## src/rtl/core/frx_pkg.sv

```systemverilog
// ----------------------------------------------------------------------------
// frx_pkg
// Shared constants, register indexes, state and control types of the
// header-synchronised frame receiver.
// ----------------------------------------------------------------------------
package frx_pkg;

  localparam int FRAME_LEN_DEF = 35;
  localparam int TAG_INDEX_DEF = 14;

  localparam int BYTE_W    = 8;
  localparam int IDX_W     = 6;
  localparam int CFG_IDX_W = 2;

  localparam logic [BYTE_W-1:0] HEADER_RST = 8'd0;
  localparam logic [BYTE_W-1:0] TAG_RST    = 8'd20;
  localparam logic [BYTE_W-1:0] LIMIT_RST  = 8'd80;

  typedef enum logic [CFG_IDX_W-1:0] {
    CFG_HEADER = 2'd0,
    CFG_TAG    = 2'd1,
    CFG_LIMIT  = 2'd2
  } cfg_reg_t;

  typedef enum logic [1:0] {
    ST_RUN,
    ST_RD,
    ST_OUT
  } state_t;

  typedef struct packed {
    logic step;
    logic rd_issue;
    logic rd_advance;
  } ctrl_cmd_t;

  typedef struct packed {
    logic frame_good;
    logic rd_last;
  } dp_sts_t;

endpackage

```

## src/rtl/core/frx_in_if.sv

```systemverilog
// ----------------------------------------------------------------------------
// frx_in_if
// Received byte channel: valid, ready and one byte.
// ----------------------------------------------------------------------------
interface frx_in_if
  import frx_pkg::*;
();
  logic              valid;
  logic              ready;
  logic [BYTE_W-1:0] rx_byte;

  modport source (output valid, output rx_byte, input ready);
  modport sink   (input valid, input rx_byte, output ready);
endinterface

```

## src/rtl/core/frx_out_if.sv

```systemverilog
// ----------------------------------------------------------------------------
// frx_out_if
// Frame byte channel: valid, ready, byte, position and last flag.
// ----------------------------------------------------------------------------
interface frx_out_if
  import frx_pkg::*;
();
  logic              valid;
  logic              ready;
  logic [BYTE_W-1:0] data_byte;
  logic [IDX_W-1:0]  byte_index;
  logic              frame_last;

  modport source (output valid, output data_byte, output byte_index, output frame_last,
                  input ready);
  modport sink   (input valid, input data_byte, input byte_index, input frame_last,
                  output ready);
endinterface

```

## src/rtl/core/frx_ram.sv

```systemverilog
// ----------------------------------------------------------------------------
// frx_ram
// Generic single-write, single-read RAM with registered read data.
// ----------------------------------------------------------------------------
module frx_ram #(
  parameter int WIDTH = 8,
  parameter int DEPTH = 35
) (
  input  logic                     clk,
  input  logic                     we,
  input  logic [$clog2(DEPTH)-1:0] waddr,
  input  logic [WIDTH-1:0]         wdata,
  input  logic                     re,
  input  logic [$clog2(DEPTH)-1:0] raddr,
  output logic [WIDTH-1:0]         rdata
);

  logic [WIDTH-1:0] mem [DEPTH];

  always_ff @(posedge clk) begin
    if (we) begin
      mem[waddr] <= wdata;
    end
    if (re) begin
      rdata <= mem[raddr];
    end
  end

endmodule

```

## src/rtl/core/frx_ctrl.sv

```systemverilog
// ----------------------------------------------------------------------------
// frx_ctrl
// Controller: byte intake, then readout of a good frame one byte at a time.
// ----------------------------------------------------------------------------
module frx_ctrl
  import frx_pkg::*;
(
  input  logic      clk,
  input  logic      rst,
  input  logic      in_valid,
  output logic      in_ready,
  output logic      out_valid,
  input  logic      out_ready,
  input  dp_sts_t   sts,
  output ctrl_cmd_t cmd
);

  state_t state;
  state_t state_next;

  always_ff @(posedge clk) begin
    if (rst) begin
      state <= ST_RUN;
    end else begin
      state <= state_next;
    end
  end

  always_comb begin
    state_next = state;
    case (state)
      ST_RUN: begin
        if (in_valid && sts.frame_good) begin
          state_next = ST_RD;
        end
      end
      ST_RD: begin
        state_next = ST_OUT;
      end
      ST_OUT: begin
        if (out_ready) begin
          state_next = sts.rd_last ? ST_RUN : ST_RD;
        end
      end
      default: begin
        state_next = ST_RUN;
      end
    endcase
  end

  always_comb begin
    in_ready       = 1'b0;
    out_valid      = 1'b0;
    cmd.step       = 1'b0;
    cmd.rd_issue   = 1'b0;
    cmd.rd_advance = 1'b0;
    case (state)
      ST_RUN: begin
        in_ready = 1'b1;
        cmd.step = in_valid;
      end
      ST_RD: begin
        cmd.rd_issue = 1'b1;
      end
      ST_OUT: begin
        out_valid      = 1'b1;
        cmd.rd_advance = out_ready && !sts.rd_last;
      end
      default: begin
        in_ready = 1'b0;
      end
    endcase
  end

  a_no_overlap: assert property (@(posedge clk) disable iff (rst)
    !(in_ready && out_valid))
    else $error("input and output open together");

  a_hold_result: assert property (@(posedge clk) disable iff (rst)
    out_valid && !out_ready |=> out_valid && $stable(state))
    else $error("stalled result dropped");

  a_good_starts_read: assert property (@(posedge clk) disable iff (rst)
    cmd.step && sts.frame_good |=> state == ST_RD)
    else $error("good frame not read out");

endmodule

```

## src/rtl/core/frx_dpath.sv

```systemverilog
// ----------------------------------------------------------------------------
// frx_dpath
// Datapath: configuration, hunt and lock state, checksum, frame store and
// readout index.
// ----------------------------------------------------------------------------
module frx_dpath
  import frx_pkg::*;
#(
  parameter int FRAME_LEN = FRAME_LEN_DEF,
  parameter int TAG_INDEX = TAG_INDEX_DEF
) (
  input  logic                 clk,
  input  logic                 rst,
  input  logic                 cfg_we,
  input  logic [CFG_IDX_W-1:0] cfg_index,
  input  logic [BYTE_W-1:0]    cfg_data,
  input  logic [BYTE_W-1:0]    rx_byte,
  input  ctrl_cmd_t            cmd,
  output dp_sts_t              sts,
  output logic [BYTE_W-1:0]    data_byte,
  output logic [IDX_W-1:0]     byte_index,
  output logic                 frame_last
);

  localparam int AW = $clog2(FRAME_LEN);
  localparam logic [AW-1:0] LAST_POS = AW'(FRAME_LEN - 1);
  localparam logic [AW-1:0] TAG_POS  = AW'(TAG_INDEX);

  logic [BYTE_W-1:0] header_byte;
  logic [BYTE_W-1:0] tag_offset;
  logic [BYTE_W-1:0] byte_limit;

  logic              locked;
  logic              locked_next;
  logic [AW-1:0]     pos;
  logic [AW-1:0]     pos_next;
  logic [BYTE_W-1:0] bytes_seen;
  logic [BYTE_W-1:0] bytes_seen_next;
  logic [BYTE_W-1:0] xor_accum;
  logic [BYTE_W-1:0] xor_accum_next;
  logic [AW-1:0]     idx;

  logic [BYTE_W-1:0] seen_inc;
  logic              hdr_match;
  logic              frame_end;
  logic              over_limit;
  logic              ram_we;
  logic [AW-1:0]     ram_waddr;
  logic [BYTE_W-1:0] ram_rdata;

  always_ff @(posedge clk) begin
    if (rst) begin
      header_byte <= HEADER_RST;
      tag_offset  <= TAG_RST;
      byte_limit  <= LIMIT_RST;
    end else if (cfg_we) begin
      case (cfg_index)
        CFG_HEADER: header_byte <= cfg_data;
        CFG_TAG:    tag_offset  <= cfg_data;
        CFG_LIMIT:  byte_limit  <= cfg_data;
        default:    header_byte <= header_byte;
      endcase
    end
  end

  always_comb begin
    seen_inc   = bytes_seen + 8'd1;
    hdr_match  = !locked && (rx_byte == header_byte);
    frame_end  = locked && (pos == LAST_POS);
    over_limit = seen_inc > byte_limit;

    sts.frame_good = frame_end && (xor_accum == rx_byte);
    sts.rd_last    = (idx == LAST_POS);

    locked_next     = locked;
    pos_next        = pos;
    xor_accum_next  = xor_accum;
    bytes_seen_next = (frame_end || over_limit) ? '0 : seen_inc;
    if (hdr_match) begin
      locked_next    = 1'b1;
      pos_next       = AW'(1);
      xor_accum_next = '0;
    end else if (locked) begin
      pos_next = pos + AW'(1);
      if (!frame_end) begin
        xor_accum_next = xor_accum ^ rx_byte;
      end
    end
    if (frame_end || over_limit) begin
      locked_next = 1'b0;
      pos_next    = '0;
    end

    ram_we    = cmd.step && (locked || hdr_match);
    ram_waddr = locked ? pos : '0;
  end

  always_ff @(posedge clk) begin
    if (rst) begin
      locked     <= 1'b0;
      pos        <= '0;
      bytes_seen <= '0;
      xor_accum  <= '0;
      idx        <= '0;
    end else begin
      if (cmd.step) begin
        locked     <= locked_next;
        pos        <= pos_next;
        bytes_seen <= bytes_seen_next;
        xor_accum  <= xor_accum_next;
        idx        <= '0;
      end else if (cmd.rd_advance) begin
        idx <= idx + AW'(1);
      end
    end
  end

  frx_ram #(
    .WIDTH (BYTE_W),
    .DEPTH (FRAME_LEN)
  ) u_store (
    .clk   (clk),
    .we    (ram_we),
    .waddr (ram_waddr),
    .wdata (rx_byte),
    .re    (cmd.rd_issue),
    .raddr (idx),
    .rdata (ram_rdata)
  );

  assign data_byte  = (idx == TAG_POS) ? ram_rdata + tag_offset : ram_rdata;
  assign byte_index = IDX_W'(idx);
  assign frame_last = sts.rd_last;

  a_hunt_pos: assert property (@(posedge clk) disable iff (rst)
    !locked |-> pos == '0)
    else $error("position set while hunting");

  a_lock_pos: assert property (@(posedge clk) disable iff (rst)
    locked |-> pos != '0)
    else $error("locked at header position");

  a_advance_bound: assert property (@(posedge clk) disable iff (rst)
    cmd.rd_advance |=> idx != '0)
    else $error("readout index wrapped");

endmodule

```

## src/rtl/core/header_sync_xor_frame_receiver.sv

```systemverilog
// ----------------------------------------------------------------------------
// header_sync_xor_frame_receiver
// Header-synchronised fixed-length frame receiver with XOR checksum.
// ----------------------------------------------------------------------------
// Bytes are taken one per cycle while the receiver hunts or fills a frame.
// When the byte that completes a checksum-good frame is taken, the frame is
// read back from the frame memory and sent out as FRAME_LEN transfers, each a
// registered memory read followed by presenting the byte, which is held while
// the output stalls; no byte is taken during this readout. Bad frames and
// resyncs cost nothing beyond their input bytes. The frame memory needs no
// clearing pass.
module header_sync_xor_frame_receiver
  import frx_pkg::*;
#(
  parameter int FRAME_LEN = FRAME_LEN_DEF,
  parameter int TAG_INDEX = TAG_INDEX_DEF
) (
  input  logic                 clk,
  input  logic                 rst,
  input  logic                 cfg_we,
  input  logic [CFG_IDX_W-1:0] cfg_index,
  input  logic [BYTE_W-1:0]    cfg_data,
  frx_in_if.sink               rx,
  frx_out_if.source            tx
);

  ctrl_cmd_t cmd;
  dp_sts_t   sts;

  frx_ctrl u_ctrl (
    .clk       (clk),
    .rst       (rst),
    .in_valid  (rx.valid),
    .in_ready  (rx.ready),
    .out_valid (tx.valid),
    .out_ready (tx.ready),
    .sts       (sts),
    .cmd       (cmd)
  );

  frx_dpath #(
    .FRAME_LEN (FRAME_LEN),
    .TAG_INDEX (TAG_INDEX)
  ) u_dpath (
    .clk        (clk),
    .rst        (rst),
    .cfg_we     (cfg_we),
    .cfg_index  (cfg_index),
    .cfg_data   (cfg_data),
    .rx_byte    (rx.rx_byte),
    .cmd        (cmd),
    .sts        (sts),
    .data_byte  (tx.data_byte),
    .byte_index (tx.byte_index),
    .frame_last (tx.frame_last)
  );

endmodule

```

## src/flat_wrapper.sv

```systemverilog
// flat-port wrapper written by rule: the top's interface ports become plain ports
module header_sync_xor_frame_receiver_flat import frx_pkg::*;
#(
  parameter int FRAME_LEN = FRAME_LEN_DEF,
  parameter int TAG_INDEX = TAG_INDEX_DEF
)
  (clk, rst, cfg_we, cfg_index, cfg_data, rx_valid, rx_rx_byte, rx_ready, tx_valid, tx_data_byte, tx_byte_index, tx_frame_last, tx_ready);
  frx_in_if rx_i ();
  frx_out_if tx_i ();
  input  logic clk;
  input  logic rst;
  input  logic cfg_we;
  input  logic [CFG_IDX_W-1:0] cfg_index;
  input  logic [BYTE_W-1:0] cfg_data;
  input wire logic [$bits(rx_i.valid)-1:0] rx_valid;
  input wire logic [$bits(rx_i.rx_byte)-1:0] rx_rx_byte;
  output wire logic [$bits(rx_i.ready)-1:0] rx_ready;
  output wire logic [$bits(tx_i.valid)-1:0] tx_valid;
  output wire logic [$bits(tx_i.data_byte)-1:0] tx_data_byte;
  output wire logic [$bits(tx_i.byte_index)-1:0] tx_byte_index;
  output wire logic [$bits(tx_i.frame_last)-1:0] tx_frame_last;
  input wire logic [$bits(tx_i.ready)-1:0] tx_ready;
  assign rx_i.valid = rx_valid;
  assign rx_i.rx_byte = rx_rx_byte;
  assign rx_ready = rx_i.ready;
  assign tx_valid = tx_i.valid;
  assign tx_data_byte = tx_i.data_byte;
  assign tx_byte_index = tx_i.byte_index;
  assign tx_frame_last = tx_i.frame_last;
  assign tx_i.ready = tx_ready;
  header_sync_xor_frame_receiver #(.FRAME_LEN(FRAME_LEN), .TAG_INDEX(TAG_INDEX)) u_core (.clk(clk), .rst(rst), .cfg_we(cfg_we), .cfg_index(cfg_index), .cfg_data(cfg_data), .rx(rx_i), .tx(tx_i));
endmodule
```

## config.mk

```make
export PLATFORM = sky130hd
export DESIGN_NAME = header_sync_xor_frame_receiver_flat
export DESIGN_NICKNAME = d
export VERILOG_FILES = /design/src/rtl/core/frx_pkg.sv /design/src/rtl/core/frx_in_if.sv /design/src/rtl/core/frx_out_if.sv /design/src/rtl/core/frx_ram.sv /design/src/rtl/core/frx_ctrl.sv /design/src/rtl/core/frx_dpath.sv /design/src/rtl/core/header_sync_xor_frame_receiver.sv /design/src/flat_wrapper.sv
export SDC_FILE = /design/constraint.sdc
export NUM_CORES = 1
export LEC_CHECK = 0
export ABC_AREA = 1
export BUFFER_PORTS_ARGS = -buffer_cell sky130_fd_sc_hd__clkbuf_2
export CAP_MARGIN = 20
export CORE_MARGIN = 2
export CORE_UTILIZATION = 60
export CTS_CLUSTER_SIZE = 12
export DETAILED_ROUTE_END_ITERATION = 6
export GPL_TIMING_DRIVEN = 1
export MAX_ROUTING_LAYER = met4
export PLACE_DENSITY = 0.77
export SETUP_SLACK_MARGIN = 0.1
export SYNTH_ARGS = -nofsm -noshare
export SYNTH_HDL_FRONTEND = slang
export SYNTH_SLANG_ARGS = --single-unit
export TNS_END_PERCENT = 5
```

## constraint.sdc

```tcl
create_clock -name clk -period 7.4 [get_ports clk]
set_input_delay 2.22 -clock clk [delete_from_list [all_inputs] [get_ports clk]]
set_output_delay 2.22 -clock clk [all_outputs]
set_load 0.05 [all_outputs]
```

Word level (Yosys, flattened, before mapping)
Memory sizes are Yosys's and may differ from the RTL's. A register that Yosys moved wholly into a read port is not among the register bits.
Index checks and enable logic that the tools add are counted.
- add/sub/neg operators: 4
- $mul: 0
- divide/modulo/power cells: 0
- magnitude comparators: 1
- equality and inequality tests: 12
- shifts and indexed selects: 0
- multiplexer cells: 22
- bitwise operators: 1
- reduce and logical (&&, ||, !) cells: 23
- operators by type and width (operator ; count):
    2-to-1 mux 8 bit ; 5
    2-to-1 mux 6 bit ; 4
    equality test 8 bit ; 2
    adder 6 x 1 -> 6 bit, second input constant ; 2
    equality test 6 bit, second input constant ; 2
    AND reduction 2 bit ; 6
    2-to-1 mux 1 bit ; 10
    adder 8 x 1 -> 8 bit, second input constant ; 1
    adder 8 bit ; 1
    greater-than comparator 8 bit ; 1
    XOR 8 bit ; 1
    equality test 6 x 4 -> 1 bit, second input constant ; 1
    logical AND 1 bit ; 6
    != test 2 bit, second input constant ; 3
    one-hot mux 2 bit (3 select lines) ; 1
    equality test 2 x 1 -> 1 bit, second input constant ; 2
    equality test 2 bit, second input constant ; 2
    logical NOT 2 bit ; 2
    2-to-1 mux 2 bit ; 2
    nonzero test 2 bit ; 2
    AND reduction 3 bit ; 1
    nonzero test 3 bit ; 1
    logical NOT 1 bit ; 2
    logical OR 1 bit ; 2
    OR reduction 2 bit ; 1
- bits in registers: 55
- bits in latches: 0
- RAM bits: 280
- bits in read-only memories: 0
- input bits: 23
- output and inout bits: 17
- logic and storage cells: 73
- memories: 1
- memory list (memory ; depth ; width ; rd ports ; clocked after Yosys merged registers in ; write ports ; RTL line ; source):
    u_core.u_dpath.u_store.mem ; 35 ; 8 ; 1 ; 1 ; 1 ; frx_ram.sv:18 ; logic [WIDTH-1:0] mem [DEPTH];

Longest topological paths before layout
- depth after elaboration: 6
- mapped depth: 18
- mapped depth without buffers: 18

By module
Synthesis repeated with hierarchy kept, for this count alone.
- cell total of the unflattened synthesis: 1458
- area total of the unflattened synthesis: 14900.5 um^2
- by module, submodules not included (module ; instances ; cells each ; area an instance (um^2) ; seq. area each (um^2)):
    frx_ram ; 1 ; 982 ; 11633.7 ; 8648.3
    frx_dpath ; 1 ; 454 ; 3140.5 ; 1061.0
    frx_ctrl ; 1 ; 22 ; 126.4 ; 40.0

Worst setup path after synthesis
No wires, ideal clock.
- kind: reg2out
- start: register u_core.u_dpath.idx[0] (netlist: u_core.u_dpath.byte_index[0])
- end: output port tx_data_byte[2]
- arrival time: 2813 ps
- data required time: 5180 ps
- path slack: 2367 ps
- cell stages (with the launch flop): 10
- buffers on the path: 5
- path through: dfxtp_1 > inv_2 > buf_6 > buf_6 > buf_2 > buf_2 > ha_1 > nand3_1 > clkbuf_1 > o21ai_0
- word-level cells in the longest chain between the ends: 2
- RTL lines (element ; RTL line ; source):
    from (decl) ; frx_dpath.sv:41 ; logic [AW-1:0] idx;
    from (signal assigned) ; frx_dpath.sv:113 ; idx <= idx + AW'(1);
    equality test 6 x 4 -> 1 bit ; frx_dpath.sv:131 ; assign data_byte = (idx == TAG_POS) ? ram_rdata + tag_offset : ram_rdata;
    2-to-1 mux 8 bit ; frx_dpath.sv:131 ;
    to (decl) ; flat_wrapper.sv:19 ; output wire logic [$bits(tx_i.data_byte)-1:0] tx_data_byte;
Every way passes these cells.

Worst setup path in the final report
- start: register u_core.u_dpath.idx[2] (netlist: u_core.u_dpath.byte_index[2])
- end: output port tx_data_byte[6]
The elaborated chain is that of the path after synthesis.

==> impl_metrics.tcl <==
set metrics [dict create \
    layout_setup_ws_ns 2.195 \
    synth.yosys.warnings 0 \
    num_antenna_cells 0 \
    hold_buffers 0 \
    hold_class "reg2reg" \
    clock_latency_ns 0.53 \
    clock_sinks 343 \
    cp_data_arrival_time_ns 2.99 \
    multi_input_area_um2 4380 \
    avg_synthesized_cell_area_um2 10.47 \
    die_width_um 161.4 \
    fin_nets 1487 \
    max-cap-violations 0 \
    netSwitchingFraction_pct 20.03 \
    ctsRootBufferMaster "clkbuf_16" \
    clkTransAtPathRegs_ns 0.06 \
    mappedNetlistNets 1464 \
    critPathKind "reg2out" \
    fmax_ghz 0.1921 \
    finalWorstPathRequiredPeriod_ns 5.205 \
    critical_path.startpoint_type "register" \
    wl_per_cell_um 19.80 \
    dominantRegCellSynth "edfxtp_1" \
    num_io_pins 40 \
    first_global_vias 9949 \
    die_height_um 161.4 \
    max_slew.worst_pin.slew_ns 1.198 \
    hold_violations 0 \
    vdd_ir_drop_max_v 0.0001831 \
    power_per_cell_area_nw_per_um2 238.1 \
    total_negative_setup_slacks_ns 0 \
    result_of_the_run "finished clean" \
    internal-power_mw 3.102 \
    final_antenna_net_count 0 \
    via_per_inst 5.835 \
    cp_data_required_time_ns 5.18 \
    setup-violations-final 0 \
    post_place_setup_slack_ns 2.318 \
    drive_gt1_share_pct 7.503 \
    gp_routability_congestion 0.9126 \
    first_iter_violations 1241 \
    portBuffers 39 \
    synth-edff-count 288 \
    clock_tree_from_tritoncts "built" \
    ys_seq_elements 343 \
    post-route-period-util_pct 70.34 \
    routed-via-count 10444 \
    power_frac_comb_pct 2.7 \
    clock_skew_ns 0.02485 \
    asyncSetResetFlopFracSynth_pct 0 \
    first_pass_iters 5 \
    yosys.cell_types.count 37 \
    die_area_um2 26050 \
    postCtsResizedCells 0 \
    cts_buffer_depth 3 \
    worst-path-max-fanout 25 \
    netlist.area_leader.share_pct 58.18 \
    timing.max_slew.rel_slack_pct 19.79 \
    drcViolationCount 0 \
    setup_repair_after_global_routing_missed_its_margin "no" \
    number_of_antenna_violations_at_the_first_check_in_global_routing 0 \
    post_cts.repair.setup_buffers 0 \
    netlist_area_um2 14870 \
    final_max_slew_viol_count 0 \
    wirelength_routed_um 35430 \
    grt_pass1_wl_um 55040 \
    regArea_um2 9754 \
    critical_path.endpoint_type "output pin" \
    post_synth_main_area_contributors "edfxtp_1 58%, dfxtp_1 7.4%, nor2_1 6.5%" \
    globalRouteTotalUtil_pct 28.56 \
    cts_made_buffers 36 \
    fillCellCount 1799 \
    place.detailed.hpwl_um 22430 \
    grt_max_degree 91 \
    cts.htree.levels 2 \
    total_switching_power_uw 777.1 \
    synth_seq_area_share_pct 65.58 \
    clock_power_share_pct 43.1 \
    syn2layout_area_growth_pct 9.579 \
    synth_cells 1420 \
    placeableCoreArea_um2 24320 \
    core.rowCount 57 \
    pwr-share-seq_pct 54.2 \
    initial_core_utilization_pct 61.13 \
    overflow 0 \
    post-synth-top-area-cell "edfxtp_1" \
    static-leakage-power_nw 6.057 \
]
==> final timing paths <==
kind / end / startpoint / cells past startpoint / slack [ns]
min reg2reg: u_core.u_dpath.byte_limit[7]$_SDFFE_PP0P_ / u_core.u_dpath.byte_limit[7]$_SDFFE_PP0P_ / 2 / 0.46
max: tx_data_byte[6] / u_core.u_dpath.byte_index[2]$_SDFFE_PP0P_ / 8 / 2.19
max reg2reg: u_core.u_dpath.u_store.rdata[2]$_DFFE_PN_ / u_core.u_dpath.byte_index[0]$_SDFFE_PP0P_ / 12 / 4.31
min: u_core.u_dpath.byte_limit[7]$_SDFFE_PP0P_ / u_core.u_dpath.byte_limit[7]$_SDFFE_PP0P_ / 2 / 0.46
==> cell usage in the layout, fill, tap and decap left out, drive strengths merged <==
cell	count
bufinv	1
fa	1
nor3b	1
o21ai	167
clkbuf	92
xnor2	1
inv	102
o211ai	44
xor2	20
dfxtp	55
nor3	8
nor4	2
nand3b	1
a21o	1
nor2	260
nand3	66
or2	1
nand2	241
buf	11
a21oi	37
nand4	4
edfxtp	288
ha	20
a31oi	3
a21boi	1
o22ai	29
clkinv	9
==> stage by stage <==
step	hold slack, ns	power, mW	std cells	area (µm²)	util, %
2_1_floorplan	0.4354	2.193	1420	14870	-
3_3_place_gp	0.4593	2.244	1729	15210	62.54
3_5_place_dp	0.4670	2.247	1729	15210	62.54
4_1_cts	0.4755	3.892	1790	16290	66.98
5_1_grt	0.4959	3.986	1790	16290	66.98
6_report	0.4643	3.879	1790	16290	66.98
==> layout make-up <==
| type | count | share of cell area, % |
|---|---|---|
| inverters | 104 | 2.404 |
| clock inverters | 8 | 0.4455 |
| flip-flops and latches | 343 | 59.88 |
| well taps | 324 | 2.489 |
| multi-input cells | 908 | 26.89 |
| clock buffers | 53 | 6.183 |
| repair buffers | 50 | 1.705 |
==> metal layers <==
layer | GRT usage (%) | up-vias | part of all wire (%)
met3 | 4.545 | 61 | 7.7
met1 | 39.05 | 5012 | 42
li1 | - | 4948 | -
met4 | 9.700 | 0 | 2.6
met2 | 44.25 | 423 | 47
met5 | - | - | 0
==> cell families after synthesis <==
logic type               synth area share, %
AO/OA/AOI/OAI                          10.64
XOR/XNOR                               1.237
adder cells (fa/ha/maj)                1.818
buffers and inverters                  4.949
flip-flops                             65.58
AND/OR/NAND/NOR                        15.77
==> flip-flops by register name, summed over array words and instances, names as in the netlist <==
signal                        flops
u_core.u_dpath.u_store.mem      280
u_core.u_dpath.byte_limit         8
u_core.u_dpath.bytes_seen         8
u_core.u_dpath.header_byte        8
u_core.u_dpath.tag_offset         8
u_core.u_dpath.u_store.rdata      8
u_core.u_dpath.xor_accum          8
u_core.u_dpath.byte_index         6
u_core.u_dpath.pos                6
u_core.u_ctrl.state               2
u_core.u_dpath.locked             1
==> power groups by stage <==
| stage | Sequential (mW) | Combinational, mW | Clock (mW) |
|---|---|---|---|
| 6_report | 2.10 | 0.103 | 1.67 |
| 5_1_grt | 2.10 | 0.116 | 1.77 |
| 4_1_cts | 2.10 | 0.103 | 1.68 |
| 3_5_place_dp | 2.14 | 0.103 | 0 |
| 3_3_place_gp | 2.14 | 0.0996 | 0 |
| 2_1_floorplan | 2.14 | 0.0493 | 0 |
==> synth_stat cells (all sizes together), types with 26 or more instances <==
| master | number |
|---|---|
| inv | 103 |
| nand3 | 66 |
| nor2 | 260 |
| buf | 39 |
| nand2 | 241 |
| edfxtp | 288 |
| o21ai | 167 |
| o22ai | 29 |
| a21oi | 37 |
| dfxtp | 55 |
| o211ai | 44 |
| clkbuf | 26 |
==> critical path, stage by stage (launching register included) <==
cell	delay (ns)
dfxtp_1	0.31
buf_4	0.29
nand2_1	0.17
inv_1	0.40
nand3_1	0.45
inv_1	0.32
nor2_1	0.06
a31oi_1	0.14
clkbuf_2	0.31
No activity file was read; power rests on OpenSTA's default activity.
